`src/rtl/core/olss_pkg.sv`:
```
`timescale 1ns / 1ps

package olss_pkg;

   // storage depth and the sizes that follow from it
   localparam int DEPTH   = 64;
   localparam int IDX_W   = $clog2(DEPTH);
   localparam int CNT_W   = $clog2(DEPTH + 1);

   // fixed field widths of the channels
   localparam int TYPE_W   = 3;
   localparam int INDEX_W  = 6;
   localparam int DATA_W   = 32;
   localparam int STATUS_W = 2;
   localparam int FIDX_W   = 7;
   localparam int COUNT_W  = 7;
   localparam int CAP_W    = 7;

   localparam logic [CAP_W-1:0]  CAP_RESET = CAP_W'(64);
   localparam logic [FIDX_W-1:0] NO_INDEX  = '1;

   // match reduction: cells are grouped, groups are scanned a window at a time
   localparam int GRP       = 8;
   localparam int GRP_W     = $clog2(GRP);
   localparam int NGROUPS   = (DEPTH + GRP - 1) / GRP;
   localparam int NCELL_PAD = NGROUPS * GRP;
   localparam int WIN       = 8;
   localparam int WIN_W     = $clog2(WIN);
   localparam int NSCAN     = (NGROUPS + WIN - 1) / WIN;
   localparam int SCAN_W    = (NSCAN > 1) ? $clog2(NSCAN) : 1;
   localparam int NSCAN_PAD = 2 ** SCAN_W;
   localparam int HPOS_W    = SCAN_W + WIN_W + GRP_W;

   typedef enum logic [TYPE_W-1:0] {
      REQ_READ         = 3'd0,
      REQ_WRITE        = 3'd1,
      REQ_INSERT       = 3'd2,
      REQ_APPEND       = 3'd3,
      REQ_REMOVE_INDEX = 3'd4,
      REQ_REMOVE_VALUE = 3'd5,
      REQ_FIND         = 3'd6
   } req_code_type;

   typedef enum logic [STATUS_W-1:0] {
      ST_OK      = 2'd0,
      ST_FULL    = 2'd1,
      ST_RANGE   = 2'd2,
      ST_MISSING = 2'd3
   } status_type;

   typedef enum logic [1:0] {
      S_IDLE,
      S_GROUP,
      S_SCAN,
      S_APPLY
   } state_type;

   typedef enum logic [1:0] {
      CELL_HOLD,
      CELL_WRITE,
      CELL_SHIFT_UP,
      CELL_SHIFT_DOWN
   } cell_op_type;

   // broadcast to every cell of the chain
   typedef struct packed {
      cell_op_type             op;
      logic                    load_match;
      logic                    match_by_pos;
      logic [IDX_W-1:0]        pos;
      logic [CNT_W-1:0]        count;
      logic [DATA_W-1:0]       value;
   } cell_ctrl_type;

   // registered summary of one group of cells
   typedef struct packed {
      logic                    any;
      logic [GRP_W-1:0]        idx;
      logic [DATA_W-1:0]       data;
   } grp_type;

endpackage

```
`src/rtl/core/olss_group.sv`:
```
`timescale 1ns / 1ps

module olss_group import olss_pkg::*; (
   input  logic                          clock,
   input  logic [GRP-1:0]                match,
   input  logic [GRP-1:0][DATA_W-1:0]    data,
   output grp_type                       grp
);

   grp_type grp_ff, grp_in;

   // lowest matching cell of the group wins
   always_comb begin
      grp_in = '0;
      for (int k = GRP - 1; k >= 0; k--) begin
         if (match[k]) begin
            grp_in.any  = 1'b1;
            grp_in.idx  = GRP_W'(k);
            grp_in.data = data[k];
         end
      end
   end

   always_ff @(posedge clock) begin
      grp_ff <= grp_in;
   end

   assign grp = grp_ff;

endmodule

```
`config.mk`:
```
export PLATFORM = sky130hd
export DESIGN_NAME = olss_group
export DESIGN_NICKNAME = d
export VERILOG_FILES = /design/src/rtl/core/olss_pkg.sv /design/src/rtl/core/olss_group.sv
export SDC_FILE = /design/constraint.sdc
export NUM_CORES = 1
export LEC_CHECK = 0
export BUFFER_PORTS_ARGS = -buffer_cell sky130_fd_sc_hd__clkbuf_2
export CAP_MARGIN = 10
export CORE_AREA = 4 4 114 116
export DETAILED_ROUTE_END_ITERATION = 8
export DIE_AREA = 0 0 118 120
export PLACE_DENSITY = 0.67
export RECOVER_POWER = 25
export SYNTH_ARGS = -nofsm -noshare
export SYNTH_HDL_FRONTEND = slang
export SYNTH_SLANG_ARGS = --single-unit
```
`constraint.sdc`:
```
create_clock -name clock -period 1.55 [get_ports clock]
set_input_delay 0.3875 -clock clock [delete_from_list [all_inputs] [get_ports clock]]
set_output_delay 0.3875 -clock clock [all_outputs]
set_load 0.01 [all_outputs]
```
==> results.md <==
- Status: complete, no violations
- FMAX: 696 MHz
- Worst setup EP type: register
- Share of power burned in registers: 0.311
- Setup crit start kind: primary input
- Logic gate share of total power: 0.305
- CTS tree: yes
- Row Count: 40
- Critical path class: in2reg
- Ant diodes: 0
- Max-Slew Margin vs Limit: 0.385
- First-pass GRT wire length: 22500 microns
- Share of layout cells above drive strength 1: 0.519
- Max Cap Viol: 0
- Post-synthesis sequential area ratio: 0.274
- Final Hold Viols: 0
- Crit-path max FO: 22
- Hold WC Path Type: in2reg
- Post-Syn Area: between 2000 and 3000 sq um
- Setup bufs post-CTS: 0
- Final wirelength: 15100 microns
- Int Power: 0.00237 W
- Clk root buf: clkbuf_16
- Commonest cells after routing, fill and taps aside: clkbuf_2 (286), dfxtp_1 (36), a221oi_1 (31)
- Max clock buf depth: 2
- GRT Resource Usage Total: 0.205
- DRT antenna net count: 0
- Nets: 890
- Core ar.: roughly 12000 sq um
- WP data arrival: 1.60 ns
- Number of synthesized flops with an enable pin: 0
- Largest net degree at the start of global routing: 27
- Final std cells w/o fill: 773
- Gate Count Post-Synth: 332
- Psw: 0.000964 W
- Max H-tree Level: 2
- Pwr Total: 0.00333 W
- Starting DRT DRC Count: 217
- Fin. max-slew vios: 0
- CP delay by family, top: compound AO/OA/AOI/OAI gates
- CP max stage cell: or2_2
- Required time of the critical path: roughly 1.7 ns
- Commonest non-fill, non-tap cell in the layout: clkbuf_2
- Yosys cell types: 33
- Clock Pin Slew Worst Setup and Hold Paths: 0.06 ns
- First-pass iteration count of the detailed router: 5
- Initial Util: 0.221
- Setup Viol. Count Final: 0
- Syn avg cell area: 7.91 sq um
- DPL Wire Length: 12000 microns
- Grt ovf: 0
- WP buf/inv: 1
- Number of global-route vias before repair: 4196
- Max FFs per register: 36
- Wire length per cell: 19.5 microns
- RSZ-0062 raised after global routing: false
- Synth Flop Type: dfxtp_1
- Via density per instance: 5.19
- I/O Pins: 301
- # DRC: 0
- Asr flop ratio synth: 0
- Die width: around 120 microns
- Least-Margin Pin Slew: 0.920 ns
- Die Span Y: 120 microns
- Via count: around 4k
- Die area: 14200 sq um
- Final setup TNS: 0 ns
- P_leak: 2.22 nW
- Gpl congestion: between 0.9 and 1
- Warnings from Yosys: 0
- CP cell instances: clkbuf_2 -> or2_2 -> a221o_1 -> o2111ai_1 -> a21oi_1
- Initial antenna violation count: 0
- Syn-to-layout area delta: 72.7%
- Net Sw Frac: 0.289
- Yosys reg bits: 36
- CP peak stage delay: 0.51 ns
- Fillcell total: between 1k and 1.5k
- CTS Sinks: 36
- Fin crit share: 0.927
- Crit path time final: 1.44 ns
- Syn Nets: 597
- Pwr dens: ~730 nW/um^2
- PortBufs: 300
- Final instance area: 4540 sq um
- TritonCTS buffer count: 5
- Clk pwr share: 0.384
- Placed Cells: ~770
- Placed cell areas: 4370 sq um
- Worst vdd ir: approximately 0.37 mV
## per-stage QoR
stage	util	worst slack (ns)	hold slack, ns
floorplan	-	0.121	0.519
global placement	0.367	-0.166	0.614
detailed placement	0.367	-0.181	0.625
CTS	0.382	0.114	0.317
global route	0.381	0.0171	0.323
finish	0.381	0.113	0.330
## layout make-up
cell class | instances | area [sq um] | area share
multi-input combinational | 254 | 1710 | 0.378
sequential | 36 | 721 | 0.159
clock inverter | 1 | 30.0 | 0.00662
timing repair buffer | 326 | 1730 | 0.381
tap | 147 | 184 | 0.0405
clock buffer | 7 | 153 | 0.0336
inverter | 2 | 7.51 | 0.00165
## cells by family (layout without fill, tap and decap cells)
| logic type | Yosys count | after routing | share of synthesized area |
|---|---|---|---|
| compound gates | 176 | 176 | 0.491 |
| buf+inv | 42 | 336 | 0.0762 |
| flops | 36 | 36 | 0.274 |
| simple gates | 78 | 78 | 0.158 |
## metal layers
| layer | vias up | GRT usage | part of all wire |
|---|---|---|---|
| met4 | 0 | 0.0835 | 0.029 |
| met3 | 30 | 0.0636 | 0.083 |
| met5 | - | 0 | 0 |
| met1 | 1817 | 0.239 | 0.40 |
| li1 | 1928 | - | - |
| met2 | 234 | 0.349 | 0.49 |
## what timing repair did
action / in CTS / in global routing
gates resized for setup: 0 / 2
hold buffers: 0 / 0
setup endpoints to repair: 0 / 11
## power groups by stage
stage | Combinational (W) | Clock [W] | Sequential, W
global placement | 0.00102 | 0 | 0.00106
floorplan | 0.000377 | 0 | 0.00110
CTS | 0.00103 | 0.00132 | 0.00104
finish | 0.00102 | 0.00128 | 0.00104
global route | 0.00112 | 0.00136 | 0.00104
detailed placement | 0.00102 | 0 | 0.00106
## Yosys cell counts, types with 11 or more instances
cell / instances / area share
clkbuf_1: 19 / 0.027
a221o_1: 20 / 0.076
buf_2: 16 / 0.030
dfxtp_1: 36 / 0.27
nand2b_1: 16 / 0.038
o211ai_1: 11 / 0.031
o21ai_1: 15 / 0.029
nor2b_1: 15 / 0.036
o2111ai_1: 20 / 0.067
nand2_1: 28 / 0.040
a21oi_1: 24 / 0.046
o22ai_1: 20 / 0.048
a22oi_1: 21 / 0.060
a221oi_1: 31 / 0.10
## path summary, 6_finish.rpt
check	endpoint	start	cells after the start	slack [ns]
min	grp[12]$_DFF_P_	data[44]	3	0.33
max	grp[2]$_DFF_P_	match[5]	5	0.11
## tightest hold or removal path, cell delays in order
cell and delay (ns):
clkbuf_2 0.08, a22oi_1 0.05, o21ai_1 0.06
No activity file was read; power rests on OpenSTA's default activity.
