**src/rtl/core/olss_pkg.sv**
```systemverilog
`timescale 1ns / 1ps

package olss_pkg;

   // storage depth and the sizes that follow from it
   localparam int DEPTH   = 64;
   localparam int IDX_W   = $clog2(DEPTH);
   localparam int CNT_W   = $clog2(DEPTH + 1);

   // fixed field widths of the channels
   localparam int TYPE_W   = 3;
   localparam int INDEX_W  = 6;
   localparam int DATA_W   = 32;
   localparam int STATUS_W = 2;
   localparam int FIDX_W   = 7;
   localparam int COUNT_W  = 7;
   localparam int CAP_W    = 7;

   localparam logic [CAP_W-1:0]  CAP_RESET = CAP_W'(64);
   localparam logic [FIDX_W-1:0] NO_INDEX  = '1;

   // match reduction: cells are grouped, groups are scanned a window at a time
   localparam int GRP       = 8;
   localparam int GRP_W     = $clog2(GRP);
   localparam int NGROUPS   = (DEPTH + GRP - 1) / GRP;
   localparam int NCELL_PAD = NGROUPS * GRP;
   localparam int WIN       = 8;
   localparam int WIN_W     = $clog2(WIN);
   localparam int NSCAN     = (NGROUPS + WIN - 1) / WIN;
   localparam int SCAN_W    = (NSCAN > 1) ? $clog2(NSCAN) : 1;
   localparam int NSCAN_PAD = 2 ** SCAN_W;
   localparam int HPOS_W    = SCAN_W + WIN_W + GRP_W;

   typedef enum logic [TYPE_W-1:0] {
      REQ_READ         = 3'd0,
      REQ_WRITE        = 3'd1,
      REQ_INSERT       = 3'd2,
      REQ_APPEND       = 3'd3,
      REQ_REMOVE_INDEX = 3'd4,
      REQ_REMOVE_VALUE = 3'd5,
      REQ_FIND         = 3'd6
   } req_code_type;

   typedef enum logic [STATUS_W-1:0] {
      ST_OK      = 2'd0,
      ST_FULL    = 2'd1,
      ST_RANGE   = 2'd2,
      ST_MISSING = 2'd3
   } status_type;

   typedef enum logic [1:0] {
      S_IDLE,
      S_GROUP,
      S_SCAN,
      S_APPLY
   } state_type;

   typedef enum logic [1:0] {
      CELL_HOLD,
      CELL_WRITE,
      CELL_SHIFT_UP,
      CELL_SHIFT_DOWN
   } cell_op_type;

   // broadcast to every cell of the chain
   typedef struct packed {
      cell_op_type             op;
      logic                    load_match;
      logic                    match_by_pos;
      logic [IDX_W-1:0]        pos;
      logic [CNT_W-1:0]        count;
      logic [DATA_W-1:0]       value;
   } cell_ctrl_type;

   // registered summary of one group of cells
   typedef struct packed {
      logic                    any;
      logic [GRP_W-1:0]        idx;
      logic [DATA_W-1:0]       data;
   } grp_type;

endpackage

```
**src/rtl/core/olss_cell.sv**
```systemverilog
`timescale 1ns / 1ps

module olss_cell import olss_pkg::*; (
   input  logic                clock,
   input  logic [IDX_W-1:0]    cell_pos,
   input  cell_ctrl_type       ctrl,
   input  logic [DATA_W-1:0]   left_data,
   input  logic [DATA_W-1:0]   right_data,
   output logic [DATA_W-1:0]   entry_data,
   output logic                match
);

   logic [DATA_W-1:0] entry_ff, entry_in;
   logic              match_ff, match_in;

   always_comb begin
      entry_in = entry_ff;
      case (ctrl.op)
         CELL_WRITE: begin
            if (cell_pos == ctrl.pos) entry_in = ctrl.value;
         end
         CELL_SHIFT_UP: begin
            // take the lower neighbour above the slot, the new value at it
            if (cell_pos > ctrl.pos)       entry_in = left_data;
            else if (cell_pos == ctrl.pos) entry_in = ctrl.value;
         end
         CELL_SHIFT_DOWN: begin
            if (cell_pos >= ctrl.pos) entry_in = right_data;
         end
         default: begin
         end
      endcase
   end

   always_comb begin
      match_in = match_ff;
      if (ctrl.load_match) begin
         match_in = (ctrl.match_by_pos ? (cell_pos == ctrl.pos) : (entry_ff == ctrl.value))
                    && (CNT_W'(cell_pos) < ctrl.count);
      end
   end

   always_ff @(posedge clock) begin
      entry_ff <= entry_in;
      match_ff <= match_in;
   end

   assign entry_data = entry_ff;
   assign match      = match_ff;

endmodule

```
**config.mk**
```make
export PLATFORM = sky130hd
export DESIGN_NAME = olss_cell
export DESIGN_NICKNAME = d
export VERILOG_FILES = /design/src/rtl/core/olss_pkg.sv /design/src/rtl/core/olss_cell.sv
export SDC_FILE = /design/constraint.sdc
export NUM_CORES = 1
export LEC_CHECK = 0
export BUFFER_PORTS_ARGS = -buffer_cell sky130_fd_sc_hd__buf_2
export CAP_MARGIN = 20
export CORE_ASPECT_RATIO = 1.2
export CORE_MARGIN = 3
export CORE_UTILIZATION = 49
export DETAILED_ROUTE_END_ITERATION = 10
export PLACE_DENSITY = 0.86
export RECOVER_POWER = 25
export SLEW_MARGIN = 20
export SYNTH_ARGS = -nofsm -noshare
export SYNTH_HDL_FRONTEND = slang
export SYNTH_SLANG_ARGS = --single-unit
```
**constraint.sdc**
```tcl
create_clock -name clock -period 8.48 [get_ports clock]
set_input_delay 0.424 -clock clock [delete_from_list [all_inputs] [get_ports clock]]
set_output_delay 0.424 -clock clock [all_outputs]
set_load 0.05 [all_outputs]
```
==> metrics.txt <==
share of cells above drive strength 1=42.2%; sw frac=40.4%; HPWL after DPL=5950 um; Finished Cell Area=3680 um2; # IOs=153; sequential area share after synthesis=34.5%; Slew headroom=27.1%; min-delay worst type=input pin to flop; 1st-pass router iterations=4; routed vias/inst=5.46; row count=29; Crit Path Class=input pin to flop; clock share of power=19.5%; Pins Over Slew Limit=0; H-Tree Depth=2; n_diodes=0; Yosys Warn Count=0; CP max stage delay=930 ps; vias in the first global route=2633; Setup-failing EPs final=0; WL final=8100 um; root buffer cell=clkbuf_8; Initial Util=52.5%; min Tclk post-route=3120 ps; VDD IR max=0.0970 mV; fin cells=487; RSZ-0062 raised after global routing=false; critical path arrival=3130 ps; Worst Setup Slack, final=5360 ps; cts repair resizes=0; Critical Path Fanout Max=35; synth cell count leaders=edfxtp_1, o21ai_1; post-synth top area share=34.5%; Lkg Pwr=0.00176 uW; Final Skew=6.20 ps; Iter 0 DRT Violations=154; mapped cell area=2870 um2; Place WS=5030 ps; Residual DRC=0; CP max stage cell=a311o_2; IO Port Bufs=152; Slew @ Worst Pin=1090 ps; total global routing track utilization=22.7%; Util after Layout=67.2%; Mapped Cells=266; sum of negative setup slack=0 ps; mean post-synth cell area=10.8 um2; postcts setup bufs=0; period utilization=36.8%; max cap viols=0; chip width=75.9 um; total gr overflow=0; core area=5480 um2; Max clock buf depth=2; crit path cell chain=buf_2, ha_1, nand4_2, nor2_4, a311o_2, mux2i_1, o21ai_1; initial antenna violation count=0; first-pass GRT wire length=12600 um; PD cells=163 nW/um2; Final Hold Viols=0; antenna-violating nets left=0; outcome=completed; routed via count=2657; die area=6820 um2; Placed Area=3630 um2; hold_buf cts=0; sw power=242 uW; Worst Setup Start Kind=input pin; drt wl/cell=16.6 um; Nets=540; register area=991 um2; largest net degree at the start of global routing=36; clock latency on the worst-skew pair=290 ps; # fillers=465; syn nets=397; dominant cell type by area after synthesis=edfxtp_1; FF+latch count, synth=33; Layout Area Growth over Synthesis=28.0%; Post-synth EDFFs=33; area of the multi-input gates=1720 um2; CTS tree=done; Die Y=89.9 um; TritonCTS Sinks=33; post-synthesis async set-or-reset flop share=0%; Top FF cell, synth=edfxtp_1; Synth area leaders=edfxtp_1, mux2_2, mux2i_1, xor2_1, a22oi_1; Placed Instances=479; Internal=358 uW; Netlist cell types=32; Highest Clock Rate=0.321 GHz; share of power burned in registers=38.1%; routability congestion estimate=0.775; CTS clk-pin slew, worst paths=70 ps; nature of the critical path endpoint=flop; combinational power share=42.3%; CP required=8490 ps; Num CTS Buffers=5
-- layer usage --
layer  routed length (um)  up-vias  GRT usage (%)
met5                    0        -              0
met4                  120        0           7.25
met3                  521        8           4.80
met2                 4300      108           42.3
met1                 3160     1233           25.6
li1                     -     1308              -
-- kinds of logic (layout without fill, tap and decap cells) --
group	Yosys count	in the layout	share of synthesized area, %
flops	33	33	34.5
mux	64	64	23.7
compound gates	76	76	16.9
xor+xnor	32	32	9.75
simple gates	20	20	4.40
fa+ha+maj	11	11	4.79
buf+inv	30	174	6.01
-- path summary, 6_finish.rpt --
check	start	end	cells after the start	slack (ps)
max	cell_pos[5]	entry_data[23]$_DFFE_PP_	7	5360
min	ctrl[46]	match$_DFFE_PP_	1	330
max reg2reg	entry_data[17]$_DFFE_PP_	match$_DFFE_PP_	5	6650
min reg2reg	entry_data[25]$_DFFE_PP_	entry_data[25]$_DFFE_PP_	3	780
-- power groups by stage --
stage               clock (uW)  sequential [uW]  combinational [uW]
floorplan                    0              304                 114
global placement             0              230                 253
detailed placement           0              232                 259
CTS                        119              228                 259
finish                     117              229                 254
global route               123              232                 274
-- worst max-delay path: cells and delay by family --
family,cells,cell delay [ps]
adders and majority gates,1,320
buffers and inverters,1,110
and+or+nand+nor,2,940
muxes,1,290
AOI/OAI and AO/OA,2,1010
-- sequential cells by signal, indices dropped and copies added, names as in the netlist --
name and cells:
entry_data 32, match 1
-- per-stage QoR --
step / hold slack [ps] / total power [uW]
final: 331 / 600
after global routing: 322 / 629
after CTS: 324 / 607
after detailed placement: 628 / 491
after global placement: 628 / 483
after floorplan: 536 / 418
-- cell type report --
class                           count  area share, %
Clock buffer                        5           1.87
Clock inverter                      3          0.340
Inverter                           13           1.33
Multi-Input combinational cell    203           46.8
Sequential cell                    33           26.9
Tap cell                           77           2.62
Timing Repair Buffer              153           20.1
-- placed cells by master (no fill, tap or decap), types with 2 or more instances in the layout --
cell / instances
mux2i_1: 32
nand3_1: 2
xor2_1: 32
nor4_1: 8
a21oi_1: 2
nand2_1: 2
nand4_1: 2
clkinv_1: 2
a21o_1: 2
clkbuf_8: 5
clkbuf_1: 23
ha_1: 11
inv_1: 12
buf_2: 129
edfxtp_1: 33
a22oi_1: 32
o21ai_1: 33
mux2_2: 32
Note: power is estimated with default switching activity, not from simulation.
